[config.mk]
export PLATFORM = sky130hd
export DESIGN_NAME = resample_phase_table_generator
export DESIGN_NICKNAME = d
export VERILOG_FILES = /design/src/design/rptg_pkg.sv /design/src/design/rptg_div.sv /design/src/design/resample_phase_table_generator.sv
export SDC_FILE = /design/constraint.sdc
export NUM_CORES = 1
export LEC_CHECK = 0
export BUFFER_PORTS_ARGS = -buffer_cell sky130_fd_sc_hd__buf_2
export CAP_MARGIN = 40
export CORE_MARGIN = 5
export CORE_UTILIZATION = 57
export CTS_BUF_LIST = sky130_fd_sc_hd__clkbuf_4 sky130_fd_sc_hd__clkbuf_8
export CTS_CLUSTER_SIZE = 8
export DETAILED_ROUTE_END_ITERATION = 16
export GPL_TIMING_DRIVEN = 0
export PLACE_DENSITY = 0.72
export SYNTH_ARGS = -nofsm -noshare
export SYNTH_HDL_FRONTEND = slang
export SYNTH_HIERARCHICAL = 1
export SYNTH_SLANG_ARGS = --single-unit
export TNS_END_PERCENT = 50
[constraint.sdc]
create_clock -name clk -period 5.3 [get_ports clk]
set_input_delay 0 -clock clk [delete_from_list [all_inputs] [get_ports clk]]
set_output_delay 0 -clock clk [all_outputs]
set_load 0.01 [all_outputs]
[src/design/rptg_pkg.sv]
// ----------------------------------------------------------------------------
// rptg_pkg
// Shared types and constants for the resampling phase table generator.
// ----------------------------------------------------------------------------
package rptg_pkg;

    localparam int ACC_W   = 12;
    localparam int IDX_W   = 13;
    localparam int STEP_W  = 4;
    localparam int CFG_IDX_W = 1;

    localparam logic [ACC_W-1:0] PHASE_STEP  = 12'd256;
    localparam logic [IDX_W-1:0] WIDE_LENGTH = 13'd512;
    localparam logic [ACC_W-1:0] WIDTH_RESET = 12'd256;

    localparam logic [6:0] WEIGHT_FULL = 7'h40;
    localparam logic [5:0] WEIGHT_SAT  = 6'h3F;

    localparam logic [1:0] CARRY_MAIN   = 2'h3;
    localparam logic [1:0] CARRY_NOWRAP = 2'h1;
    localparam logic [1:0] CARRY_NONE   = 2'h0;

    // Divider step counts for each use of the shared unit
    localparam logic [STEP_W-1:0] STEPS_MOD    = 4'd12;
    localparam logic [STEP_W-1:0] STEPS_WEIGHT = 4'd6;
    localparam logic [STEP_W-1:0] STEPS_WRAP   = 4'd9;

    localparam logic [CFG_IDX_W-1:0] REG_WIDTH = 1'b0;
    localparam logic [CFG_IDX_W-1:0] REG_KEEP  = 1'b1;

    typedef enum logic [2:0] {
        ST_IDLE,
        ST_CHECK,
        ST_MOD,
        ST_SEL,
        ST_WEIGHT,
        ST_WRAP,
        ST_EMIT
    } state_t;

    typedef struct packed {
        logic              start;
        logic [STEP_W-1:0] steps;
        logic [ACC_W-1:0]  rem_init;
        logic [ACC_W-1:0]  dividend;
    } div_req_t;

    typedef struct packed {
        logic             done;
        logic [ACC_W-1:0] quot;
        logic [ACC_W-1:0] rem;
    } div_rsp_t;

endpackage

[src/design/rptg_div.sv]
// ----------------------------------------------------------------------------
// rptg_div
// Restoring divider, one quotient bit per cycle. The partial remainder starts
// at rem_init (must be below the divisor) and dividend bits enter MSB first;
// after the given number of steps the low bits of quot hold the quotient.
// ----------------------------------------------------------------------------
module rptg_div (
    input  logic                      clk,
    input  logic                      rst_n,
    input  logic [rptg_pkg::ACC_W-1:0] divisor,
    input  rptg_pkg::div_req_t        req,
    output rptg_pkg::div_rsp_t        rsp
);

    logic                         busy_reg, busy_next;
    logic                         done_reg, done_next;
    logic [rptg_pkg::STEP_W-1:0]  cnt_reg, cnt_next;
    logic [rptg_pkg::ACC_W-1:0]   rem_reg, rem_next;
    logic [rptg_pkg::ACC_W-1:0]   quo_reg, quo_next;

    logic [rptg_pkg::ACC_W:0]     trial;
    logic [rptg_pkg::ACC_W:0]     diff;
    logic                         fits;

    always_comb
    begin
        trial = {rem_reg, quo_reg[rptg_pkg::ACC_W-1]};
        diff  = trial - {1'b0, divisor};
        fits  = trial >= {1'b0, divisor};
    end

    always_comb
    begin
        busy_next = busy_reg;
        done_next = 1'b0;
        cnt_next  = cnt_reg;
        rem_next  = rem_reg;
        quo_next  = quo_reg;
        if (req.start)
        begin
            busy_next = 1'b1;
            cnt_next  = req.steps;
            rem_next  = req.rem_init;
            quo_next  = req.dividend;
        end
        else if (busy_reg)
        begin
            rem_next = fits ? diff[rptg_pkg::ACC_W-1:0] : trial[rptg_pkg::ACC_W-1:0];
            quo_next = {quo_reg[rptg_pkg::ACC_W-2:0], fits};
            cnt_next = cnt_reg - 1'b1;
            if (cnt_reg == rptg_pkg::STEP_W'(1))
            begin
                busy_next = 1'b0;
                done_next = 1'b1;
            end
        end
    end

    always_ff @(posedge clk or negedge rst_n)
    begin
        if (!rst_n)
        begin
            busy_reg <= 1'b0;
            done_reg <= 1'b0;
            cnt_reg  <= '0;
        end
        else
        begin
            busy_reg <= busy_next;
            done_reg <= done_next;
            cnt_reg  <= cnt_next;
        end
    end

    always_ff @(posedge clk)
    begin
        rem_reg <= rem_next;
        quo_reg <= quo_next;
    end

    assign rsp.done = done_reg;
    assign rsp.quot = quo_reg;
    assign rsp.rem  = rem_reg;

endmodule

[src/design/resample_phase_table_generator.sv]
// ----------------------------------------------------------------------------
// resample_phase_table_generator
// At most one table entry per request, computed with a shared serial divider.
// ----------------------------------------------------------------------------
// Steps: a filler entry needs no division; a wide entry needs one (weight) and
// a narrow main entry two (weight, then wrap count); the phase accumulator is
// first reduced when it is not below the width, as after a width change.
// A request that comes after the table has ended gives no entry.
// One request at a time: the next is accepted once the result is loaded, which waits while the output is stalled.
// Reset: width 256, keep_full_scale 1, accumulator and counters cleared.
// ----------------------------------------------------------------------------
module resample_phase_table_generator (
    input  logic                              clk,
    input  logic                              rst_n,
    input  logic                              cfg_valid,
    output logic                              cfg_ready,
    input  logic [rptg_pkg::CFG_IDX_W-1:0]    cfg_index,
    input  logic [rptg_pkg::ACC_W-1:0]        cfg_data,
    input  logic                              req_valid,
    output logic                              req_ready,
    input  logic                              restart,
    output logic                              res_valid,
    input  logic                              res_ready,
    output logic [7:0]                        packed_byte,
    output logic [6:0]                        weight,
    output logic [1:0]                        carry,
    output logic [rptg_pkg::IDX_W-1:0]        entry_index,
    output logic                              table_last
);

    rptg_pkg::state_t state_reg, state_next;

    logic [rptg_pkg::ACC_W-1:0] width_reg;
    logic                       keep_reg;
    logic [rptg_pkg::ACC_W-1:0] w_eff;
    logic                       wide;

    logic [rptg_pkg::ACC_W-1:0] acc_reg, acc_next;
    logic [rptg_pkg::ACC_W-1:0] filler_reg, filler_next;
    logic [rptg_pkg::IDX_W-1:0] count_reg, count_next;
    logic                       fin_reg, fin_next;

    logic [6:0]                 pw_reg, pw_next;
    logic [1:0]                 pc_reg, pc_next;
    logic [rptg_pkg::IDX_W-1:0] pi_reg, pi_next;
    logic                       pl_reg, pl_next;

    logic                       res_valid_reg, res_valid_next;
    logic [7:0]                 ob_reg, ob_next;
    logic [6:0]                 ow_reg, ow_next;
    logic [1:0]                 oc_reg, oc_next;
    logic [rptg_pkg::IDX_W-1:0] oi_reg, oi_next;
    logic                       ol_reg, ol_next;

    rptg_pkg::div_req_t div_req;
    rptg_pkg::div_rsp_t div_rsp;

    logic                       accept;
    logic                       out_free;
    logic                       acc_big;
    logic [rptg_pkg::ACC_W:0]   acc_sum;
    logic [rptg_pkg::ACC_W:0]   acc_sub;
    logic [rptg_pkg::IDX_W-1:0] count_inc;
    logic [rptg_pkg::ACC_W-1:0] filler_dec;
    logic [rptg_pkg::ACC_W-1:0] wraps_less;
    logic [5:0]                 pack_w;

    rptg_div u_div (
        .clk     (clk),
        .rst_n   (rst_n),
        .divisor (w_eff),
        .req     (div_req),
        .rsp     (div_rsp)
    );

    // configuration
    assign cfg_ready = 1'b1;

    always_ff @(posedge clk or negedge rst_n)
    begin
        if (!rst_n)
        begin
            width_reg <= rptg_pkg::WIDTH_RESET;
            keep_reg  <= 1'b1;
        end
        else if (cfg_valid)
        begin
            unique case (cfg_index)
                rptg_pkg::REG_WIDTH: width_reg <= cfg_data;
                rptg_pkg::REG_KEEP:  keep_reg  <= cfg_data[0];
                default: ;
            endcase
        end
    end

    always_comb
    begin
        w_eff      = (width_reg == '0) ? rptg_pkg::ACC_W'(1) : width_reg;
        wide       = w_eff > rptg_pkg::PHASE_STEP;
        accept     = req_valid && req_ready;
        out_free   = !res_valid_reg || res_ready;
        acc_big    = acc_reg >= w_eff;
        acc_sum    = {1'b0, acc_reg} + {1'b0, rptg_pkg::PHASE_STEP};
        acc_sub    = acc_sum - {1'b0, w_eff};
        count_inc  = count_reg + 1'b1;
        filler_dec = filler_reg - 1'b1;
        wraps_less = (div_rsp.quot == '0) ? '0 : div_rsp.quot - 1'b1;
    end

    // next state
    always_comb
    begin
        state_next = state_reg;
        unique case (state_reg)
            rptg_pkg::ST_IDLE:
                if (accept)
                    state_next = rptg_pkg::ST_CHECK;
            rptg_pkg::ST_CHECK:
                if (fin_reg)
                    state_next = rptg_pkg::ST_IDLE;
                else if (acc_big)
                    state_next = rptg_pkg::ST_MOD;
                else
                    state_next = rptg_pkg::ST_SEL;
            rptg_pkg::ST_MOD:
                if (div_rsp.done)
                    state_next = rptg_pkg::ST_SEL;
            rptg_pkg::ST_SEL:
                if (wide)
                    state_next = (count_reg >= rptg_pkg::WIDE_LENGTH) ?
                                 rptg_pkg::ST_IDLE : rptg_pkg::ST_WEIGHT;
                else if (filler_reg != '0)
                    state_next = rptg_pkg::ST_EMIT;
                else
                    state_next = (count_reg >= rptg_pkg::IDX_W'(rptg_pkg::PHASE_STEP)) ?
                                 rptg_pkg::ST_IDLE : rptg_pkg::ST_WEIGHT;
            rptg_pkg::ST_WEIGHT:
                if (div_rsp.done)
                    state_next = wide ? rptg_pkg::ST_EMIT : rptg_pkg::ST_WRAP;
            rptg_pkg::ST_WRAP:
                if (div_rsp.done)
                    state_next = rptg_pkg::ST_EMIT;
            rptg_pkg::ST_EMIT:
                if (out_free)
                    state_next = rptg_pkg::ST_IDLE;
            default:
                state_next = rptg_pkg::ST_IDLE;
        endcase
    end

    // datapath and divider control
    always_comb
    begin
        acc_next       = acc_reg;
        filler_next    = filler_reg;
        count_next     = count_reg;
        fin_next       = fin_reg;
        pw_next        = pw_reg;
        pc_next        = pc_reg;
        pi_next        = pi_reg;
        pl_next        = pl_reg;
        res_valid_next = res_valid_reg && !res_ready;
        ob_next        = ob_reg;
        ow_next        = ow_reg;
        oc_next        = oc_reg;
        oi_next        = oi_reg;
        ol_next        = ol_reg;
        div_req        = '0;
        pack_w         = (!keep_reg || pw_reg == rptg_pkg::WEIGHT_FULL) ?
                         rptg_pkg::WEIGHT_SAT : pw_reg[5:0];

        unique case (state_reg)
            rptg_pkg::ST_IDLE:
                if (accept && restart)
                begin
                    acc_next    = '0;
                    filler_next = '0;
                    count_next  = '0;
                    fin_next    = 1'b0;
                end
            rptg_pkg::ST_CHECK:
                if (!fin_reg && acc_big)
                begin
                    div_req.start    = 1'b1;
                    div_req.steps    = rptg_pkg::STEPS_MOD;
                    div_req.rem_init = '0;
                    div_req.dividend = acc_reg;
                end
            rptg_pkg::ST_MOD:
                if (div_rsp.done)
                    acc_next = div_rsp.rem;
            rptg_pkg::ST_SEL:
            begin
                pi_next = count_reg;
                if (wide)
                    filler_next = '0;
                if (wide ? (count_reg >= rptg_pkg::WIDE_LENGTH) :
                    (filler_reg == '0 &&
                     count_reg >= rptg_pkg::IDX_W'(rptg_pkg::PHASE_STEP)))
                begin
                    fin_next = 1'b1;
                end
                else if (!wide && filler_reg != '0)
                begin
                    // filler entry: no arithmetic needed
                    pw_next     = '0;
                    pc_next     = rptg_pkg::CARRY_NONE;
                    filler_next = filler_dec;
                    count_next  = count_inc;
                    pl_next     = (filler_dec == '0) &&
                                  (count_inc >= rptg_pkg::IDX_W'(rptg_pkg::PHASE_STEP));
                end
                else
                begin
                    div_req.start    = 1'b1;
                    div_req.steps    = rptg_pkg::STEPS_WEIGHT;
                    div_req.rem_init = acc_reg;
                    div_req.dividend = '0;
                end
            end
            rptg_pkg::ST_WEIGHT:
                if (div_rsp.done)
                begin
                    pw_next = rptg_pkg::WEIGHT_FULL - {1'b0, div_rsp.quot[5:0]};
                    if (wide)
                    begin
                        if (acc_sum < {1'b0, w_eff})
                        begin
                            pc_next  = rptg_pkg::CARRY_NOWRAP;
                            acc_next = acc_sum[rptg_pkg::ACC_W-1:0];
                        end
                        else
                        begin
                            pc_next  = rptg_pkg::CARRY_NONE;
                            acc_next = acc_sub[rptg_pkg::ACC_W-1:0];
                        end
                        count_next = count_inc;
                        pl_next    = count_inc >= rptg_pkg::WIDE_LENGTH;
                    end
                    else
                    begin
                        // advanced phase stays below twice the phase step
                        pc_next          = rptg_pkg::CARRY_MAIN;
                        div_req.start    = 1'b1;
                        div_req.steps    = rptg_pkg::STEPS_WRAP;
                        div_req.rem_init = '0;
                        div_req.dividend = {acc_sum[8:0], 3'b000};
                    end
                end
            rptg_pkg::ST_WRAP:
                if (div_rsp.done)
                begin
                    acc_next    = div_rsp.rem;
                    filler_next = wraps_less;
                    count_next  = count_inc;
                    pl_next     = (wraps_less == '0) &&
                                  (count_inc >= rptg_pkg::IDX_W'(rptg_pkg::PHASE_STEP));
                end
            rptg_pkg::ST_EMIT:
                if (out_free)
                begin
                    res_valid_next = 1'b1;
                    ob_next        = {pc_reg, pack_w};
                    ow_next        = pw_reg;
                    oc_next        = pc_reg;
                    oi_next        = pi_reg;
                    ol_next        = pl_reg;
                    if (pl_reg)
                        fin_next = 1'b1;
                end
            default: ;
        endcase
    end

    always_ff @(posedge clk or negedge rst_n)
    begin
        if (!rst_n)
        begin
            state_reg     <= rptg_pkg::ST_IDLE;
            acc_reg       <= '0;
            filler_reg    <= '0;
            count_reg     <= '0;
            fin_reg       <= 1'b0;
            res_valid_reg <= 1'b0;
        end
        else
        begin
            state_reg     <= state_next;
            acc_reg       <= acc_next;
            filler_reg    <= filler_next;
            count_reg     <= count_next;
            fin_reg       <= fin_next;
            res_valid_reg <= res_valid_next;
        end
    end

    always_ff @(posedge clk)
    begin
        pw_reg <= pw_next;
        pc_reg <= pc_next;
        pi_reg <= pi_next;
        pl_reg <= pl_next;
        ob_reg <= ob_next;
        ow_reg <= ow_next;
        oc_reg <= oc_next;
        oi_reg <= oi_next;
        ol_reg <= ol_next;
    end

    assign req_ready   = (state_reg == rptg_pkg::ST_IDLE);
    assign res_valid   = res_valid_reg;
    assign packed_byte = ob_reg;
    assign weight      = ow_reg;
    assign carry       = oc_reg;
    assign entry_index = oi_reg;
    assign table_last  = ol_reg;

endmodule

==> flow_summary.json, run 1 <==
{
  "min_path_type": "in -> reg",
  "grt.total_usage": 0.2527,
  "setup_viol": 0,
  "dieArea_um2": 17460,
  "synthCells": 853,
  "rsz0062_at_grt": "no",
  "skew_ps": 10.97,
  "diodes": 0,
  "yosysSeqAreaShare": 0.4482,
  "status": "finished clean",
  "dpl_cell_area_um2": 9031,
  "critPathLaunchType": "flop",
  "cts.sinks": 137,
  "ys_ff_latch": 137,
  "die_x_um": 132.1,
  "cts_buffers": 17,
  "min_period_over_period": 0.9744,
  "syn_nets": 911,
  "max-vdd-ir-drop_v": 0.0001858,
  "yosysWarnings": 6,
  "fin_ws_ps": 135.7,
  "core_area_um2": 14590,
  "p_per_area_nw_per_um2": 246.2,
  "mostFrequentLayoutCell": "edfxtp_1",
  "wirelength_um": 22130,
  "async_flop_share": 0.4453,
  "drtPass1Iterations": 6,
  "grt_pass1_wl_um": 35680,
  "startpoint": "width_reg[0]$_DFFE_PN0P_",
  "worstRegToRegCells": 15,
  "antenna_found_initial": 0,
  "synth_top_area_share": 0.2684,
  "power_mw": 2.378,
  "drc": 0,
  "path_clk_slew_ps": 90,
  "multi_input_area_um2": 4270,
  "grt_pass1_vias": 6905,
  "fmax_mhz": 193.6,
  "finalHoldViolations": 0,
  "final_area_um2": 9658,
  "die_h_um": 132.1,
  "setup_tns_ps": 0,
  "arrival_ps": 5310,
  "power.leakage_nw": 3.838,
  "cp-end-kind": "flop",
  "worst_hold_slack_ps": 70.83,
  "drt-vias-per-instance": 6.247,
  "regArea_um2": 3811,
  "portBuffers": 51,
  "wl_per_cell_um": 19.36,
  "grt_max_degree": 62,
  "maxCapViolations": 0,
  "vias": 7140,
  "cts_resized": 0,
  "clock_latency_ps": 470,
  "ys.flop_type": "edfxtp_1",
  "yosysTopAreaCell": "edfxtp_1",
  "drive_gt1_frac": 0.1689,
  "ctsHtreeMaxLevel": 4,
  "drt_iter0_markers": 865,
  "initial_utilization": 0.5828,
  "cts_buffer_depth": 2,
  "endpoint": "u_div/quo_reg[11]$_DFFE_PP_",
  "synth_enable_flop_cells": 76,
  "slew_viol_final": 0,
  "slew_headroom": 0.4166,
  "cts_tree": "built",
  "r2r_slack_ps": 140,
  "cp.required_ps": 5440,
  "grt_overflow": 0,
  "ctsRootBufferMaster": "clkbuf_8",
  "synth_area_per_cell_um2": 9.969,
  "rows": 44,
  "fin_nets": 1004,
  "gp_congestion": 0.9660,
  "final_cell_mix": "76 x edfxtp_1, 70 x nand2_1, 59 x dfrtp_1",
  "synth_area_leaders": "edfxtp_1 27%, dfrtp_1 17%, ha_1 5.4%, mux2_2 3.4%, o21ai_0 3.2%",
  "fill_cells": 1136,
  "instances_no_fill": 1143,
  "timing.rr.start": "width_reg[0]$_DFFE_PN0P_",
  "tightest_slew_ps": 875.1,
  "io_pins": 53,
  "crit_path_max_fanout": 24,
  "dp_hpwl_um": 16180,
  "critical_path_class": "reg -> reg",
  "dp_slack_ps": 354.2,
  "period_minus_slack_ps": 5164,
  "ant_nets": 0,
  "netlist_area_um2": 8503,
  "r2r_end": "u_div/quo_reg[11]$_DFFE_PP_",
  "dp.cells": 1091,
  "synthDistinctLibCells": 87,
  "final_core_util": 0.6620,
  "synthToLayoutAreaGrowth_pct": 13.58
}
## where the power goes
| group | total, mW | switching (mW) | internal, mW |
|---|---|---|---|
| sequential | 1.15 | 0.0159 | 1.14 |
| clock | 0.935 | 0.489 | 0.446 |
| combinational | 0.290 | 0.165 | 0.126 |
| total | 2.38 | 0.670 | 1.71 |
## synth_stat cells (all sizes together), types with 5 or more instances
master / number
mux2: 29
ha: 37
clkbuf: 35
o21ai: 60
inv: 59
nor2: 44
o21a: 7
a21oi: 37
nand3b: 5
or3: 12
nand2: 71
dfrtp: 59
a31o: 7
nor3b: 8
a21o: 10
nand2b: 8
o22ai: 11
a22o: 15
buf: 10
or2: 13
and2: 20
a221o: 7
xor2: 13
nor3: 21
mux2i: 10
and3: 10
o31ai: 7
and4: 5
nand3: 21
o211ai: 6
or4: 6
nor2b: 13
a31oi: 11
nor4: 12
edfxtp: 76
xnor2: 15
nand4: 9
## final cells by class
type	count	share of cell area
sequential	137	0.3946
clock buffer	17	0.02423
tap	184	0.02384
clock inverter	15	0.01995
multi-input combinational	611	0.4422
timing repair buffer	74	0.05130
inverter	59	0.02293
buffer	46	0.02099
## layer usage
metal  wire length, um  vias up  global-route usage
li1                  -     3349                   -
met1             10030     3436              0.3655
met2              9956      301              0.3798
met3              1615       54             0.04962
met4               520        0             0.09200
met5                 0        -                   0
## how the worst min path moves through the flow
stage / endpoint / cells after the start / from
final: width_reg[0]$_DFFE_PN0P_ / 3 / cfg_valid
after global routing: width_reg[0]$_DFFE_PN0P_ / 3 / cfg_valid
after CTS: width_reg[0]$_DFFE_PN0P_ / 3 / cfg_valid
after detailed placement: u_div/cnt_reg[1]$_DFFE_PN0P_ / 1 / rst_n
after global placement: width_reg[6]$_DFFE_PN0P_ / 3 / cfg_data[6]
after floorplan: acc_reg[0]$_DFFE_PN0P_ / 0 / rst_n
## cells by family (layout without fill, tap and decap cells)
group,count (synthesis),after routing,synth area share
adder cells (fa/ha/maj),40,40,0.06033
AO/OA/AOI/OAI,215,215,0.1754
multiplexers,39,39,0.05018
XOR/XNOR,28,28,0.02884
flip-flops,137,137,0.4482
buffers and inverters,105,211,0.04988
AND/OR/NAND/NOR,288,288,0.1867
other,1,1,0.0004410
## repair_timing
item	4_1_cts	5_1_grt
hold endpoints to repair	78	0
endpoints found under the setup margin	0	0
buffers inserted	0	0
hold buffers	20	0
## critical path, cell delays in order (launching register included)
cell	delay, ps
dfrtp_1	420
or4_4	550
nor2_1	120
a31o_2	230
ha_1	200
fa_1	220
nor2b_1	60
o21a_1	210
o31a_1	300
o31ai_1	570
nor4b_1	150
clkdlybuf4s15_2	290
or3_1	380
clkbuf_1	210
clkbuf_1	290
or2_2	600
(Power assumes the default switching activity.)
==> inputs of run 2 (changes only) <==
--- a/config.mk
+++ b/config.mk
@@ -5,7 +5,7 @@
 export SDC_FILE = /design/constraint.sdc
 export NUM_CORES = 1
 export LEC_CHECK = 0
-export BUFFER_PORTS_ARGS = -buffer_cell sky130_fd_sc_hd__buf_2
+export BUFFER_PORTS_ARGS = -buffer_cell sky130_fd_sc_hd__clkbuf_2
 export CAP_MARGIN = 40
 export CORE_MARGIN = 5
 export CORE_UTILIZATION = 57
==> run 2 against run 1 <==
Core utilization up 0.33 points. First-iteration DRC count down 3.7%. Non-clock buffer count up 2. Die area unchanged. Sequential power about the same. Critical endpoint is now u_div/quo_reg[2]$_DFFE_PP_. Highest routed layer unchanged.
==> flow_summary.json, run 2 (synthesis gave the netlist of run 1 again) <==
{
  "status": "finished clean",
  "period_minus_slack_ps": 5031,
  "tightest_slew_ps": 755.6,
  "arrival_ps": 5160,
  "drt_iter0_markers": 833,
  "ctsRootBufferMaster": "clkbuf_8",
  "rows": 44,
  "power_mw": 2.380,
  "cts_buffers": 17,
  "portBuffers": 51,
  "skew_ps": 15.25,
  "critical_path_class": "reg -> reg",
  "dieArea_um2": 17460,
  "fmax_mhz": 198.8,
  "gp_congestion": 0.9731,
  "p_per_area_nw_per_um2": 245.3,
  "mostFrequentLayoutCell": "edfxtp_1",
  "grt_max_degree": 45,
  "initial_utilization": 0.5828,
  "wl_per_cell_um": 19.61,
  "vias": 7269,
  "rsz0062_at_grt": "no",
  "post-cts-setup-buffers": 0,
  "max-vdd-ir-drop_v": 0.0002520,
  "synthToLayoutAreaGrowth_pct": 14.14,
  "finalHoldViolations": 0,
  "antenna_found_initial": 0,
  "cts_buffer_depth": 2,
  "min_path_type": "in -> reg",
  "slew_headroom": 0.4897,
  "cp-end-kind": "flop",
  "power.leakage_nw": 3.873,
  "grt.total_usage": 0.2562,
  "grt_pass1_vias": 6977,
  "drive_gt1_frac": 0.1707,
  "clock_latency_ps": 470,
  "cp.required_ps": 5430,
  "die_x_um": 132.1,
  "regArea_um2": 3811,
  "cts_tree": "built",
  "drc": 0,
  "min_period_over_period": 0.9493,
  "drtPass1Iterations": 6,
  "path_clk_slew_ps": 90,
  "setup_tns_ps": 0,
  "dp_hpwl_um": 16330,
  "ant_nets": 0,
  "setup_viol": 0,
  "die_h_um": 132.1,
  "wirelength_um": 22470,
  "grt_pass1_wl_um": 36140,
  "drt-vias-per-instance": 6.343,
  "fin_nets": 1006,
  "core_area_um2": 14590,
  "critPathLaunchType": "flop",
  "slew_viol_final": 0,
  "cts.sinks": 137,
  "grt_overflow": 0,
  "fill_cells": 1170,
  "final_cell_mix": "76 x edfxtp_1, 70 x nand2_1, 59 x dfrtp_1",
  "maxCapViolations": 0,
  "io_pins": 53,
  "multi_input_area_um2": 4275,
  "ctsHtreeMaxLevel": 4,
  "crit_path_max_fanout": 24
}
## run 2: worst paths after layout
check                                          from                          to  slack, ps  cells past startpoint
hold reg to reg                pi_reg[12]$_DFFE_PP_   entry_index[12]$_DFFE_PP_        420                      0
max in group asynchronous                     rst_n      acc_reg[8]$_DFFE_PN0P_       4010                      3
min in group asynchronous                     rst_n    width_reg[8]$_DFFE_PN1P_         90                      2
setup / recovery           width_reg[1]$_DFFE_PN0P_  u_div/quo_reg[2]$_DFFE_PP_        270                     15
hold / removal                              restart    count_reg[7]$_DFFE_PN0P_         30                      3
setup reg to reg           width_reg[1]$_DFFE_PN0P_  u_div/quo_reg[2]$_DFFE_PP_        270                     15
## run 2: layout make-up
class	instances	share of cell area
Multi-Input combinational cell	611	0.4405
Sequential cell	137	0.3927
Timing Repair Buffer	76	0.05492
Clock buffer	17	0.02411
Tap cell	184	0.02372
Inverter	59	0.02282
Buffer	46	0.02088
Clock inverter	15	0.02011
Antenna cell	1	0.0002578
## run 2: layer usage
layer | routed length (um) | GRT usage
met5 | 0 | 0
met4 | 423 | 0.07886
met3 | 1613 | 0.04771
met2 | 10200 | 0.3933
met1 | 10230 | 0.3708
## run 2: through the flow
stage                     std cells  cell area [um^2]  hold slack (ps)  setup slack (ps)    util
after floorplan                 853              8503           -295.6              1307       -
after global placement         1088              8989            205.1             316.5  0.6161
final                          1146              9706            29.92             268.8  0.6653
after detailed placement       1092              9059           -59.11             281.1  0.6209
after global routing           1145              9703            15.55             137.1  0.6651
after CTS                      1145              9698           0.9869             220.0  0.6648
## run 2: where the power goes
| group | total (mW) | internal [mW] | leakage, nW | switching [mW] |
|---|---|---|---|---|
| clock | 0.934 | 0.447 | 0.216 | 0.487 |
| sequential | 1.15 | 1.14 | 1.36 | 0.0156 |
| combinational | 0.294 | 0.128 | 2.30 | 0.166 |
| total | 2.38 | 1.71 | 3.87 | 0.668 |
## run 2: critical path, stage by stage, from the launching register on
cell	delay, ps
dfrtp_1	410
or4_4	570
nor2_1	120
a31o_2	230
ha_1	210
fa_1	220
nor2b_1	60
o21a_1	220
o31a_1	300
o31ai_2	400
nor4b_1	130
clkdlybuf4s15_2	280
or3_1	380
clkbuf_1	210
clkbuf_1	310
or2_2	630
## run 2: timing repair
action                                  CTS  global route
hold buffers                             21             0
gates resized for setup                   0             1
endpoints found under the hold margin    77             0
endpoints found under the setup margin    0            24
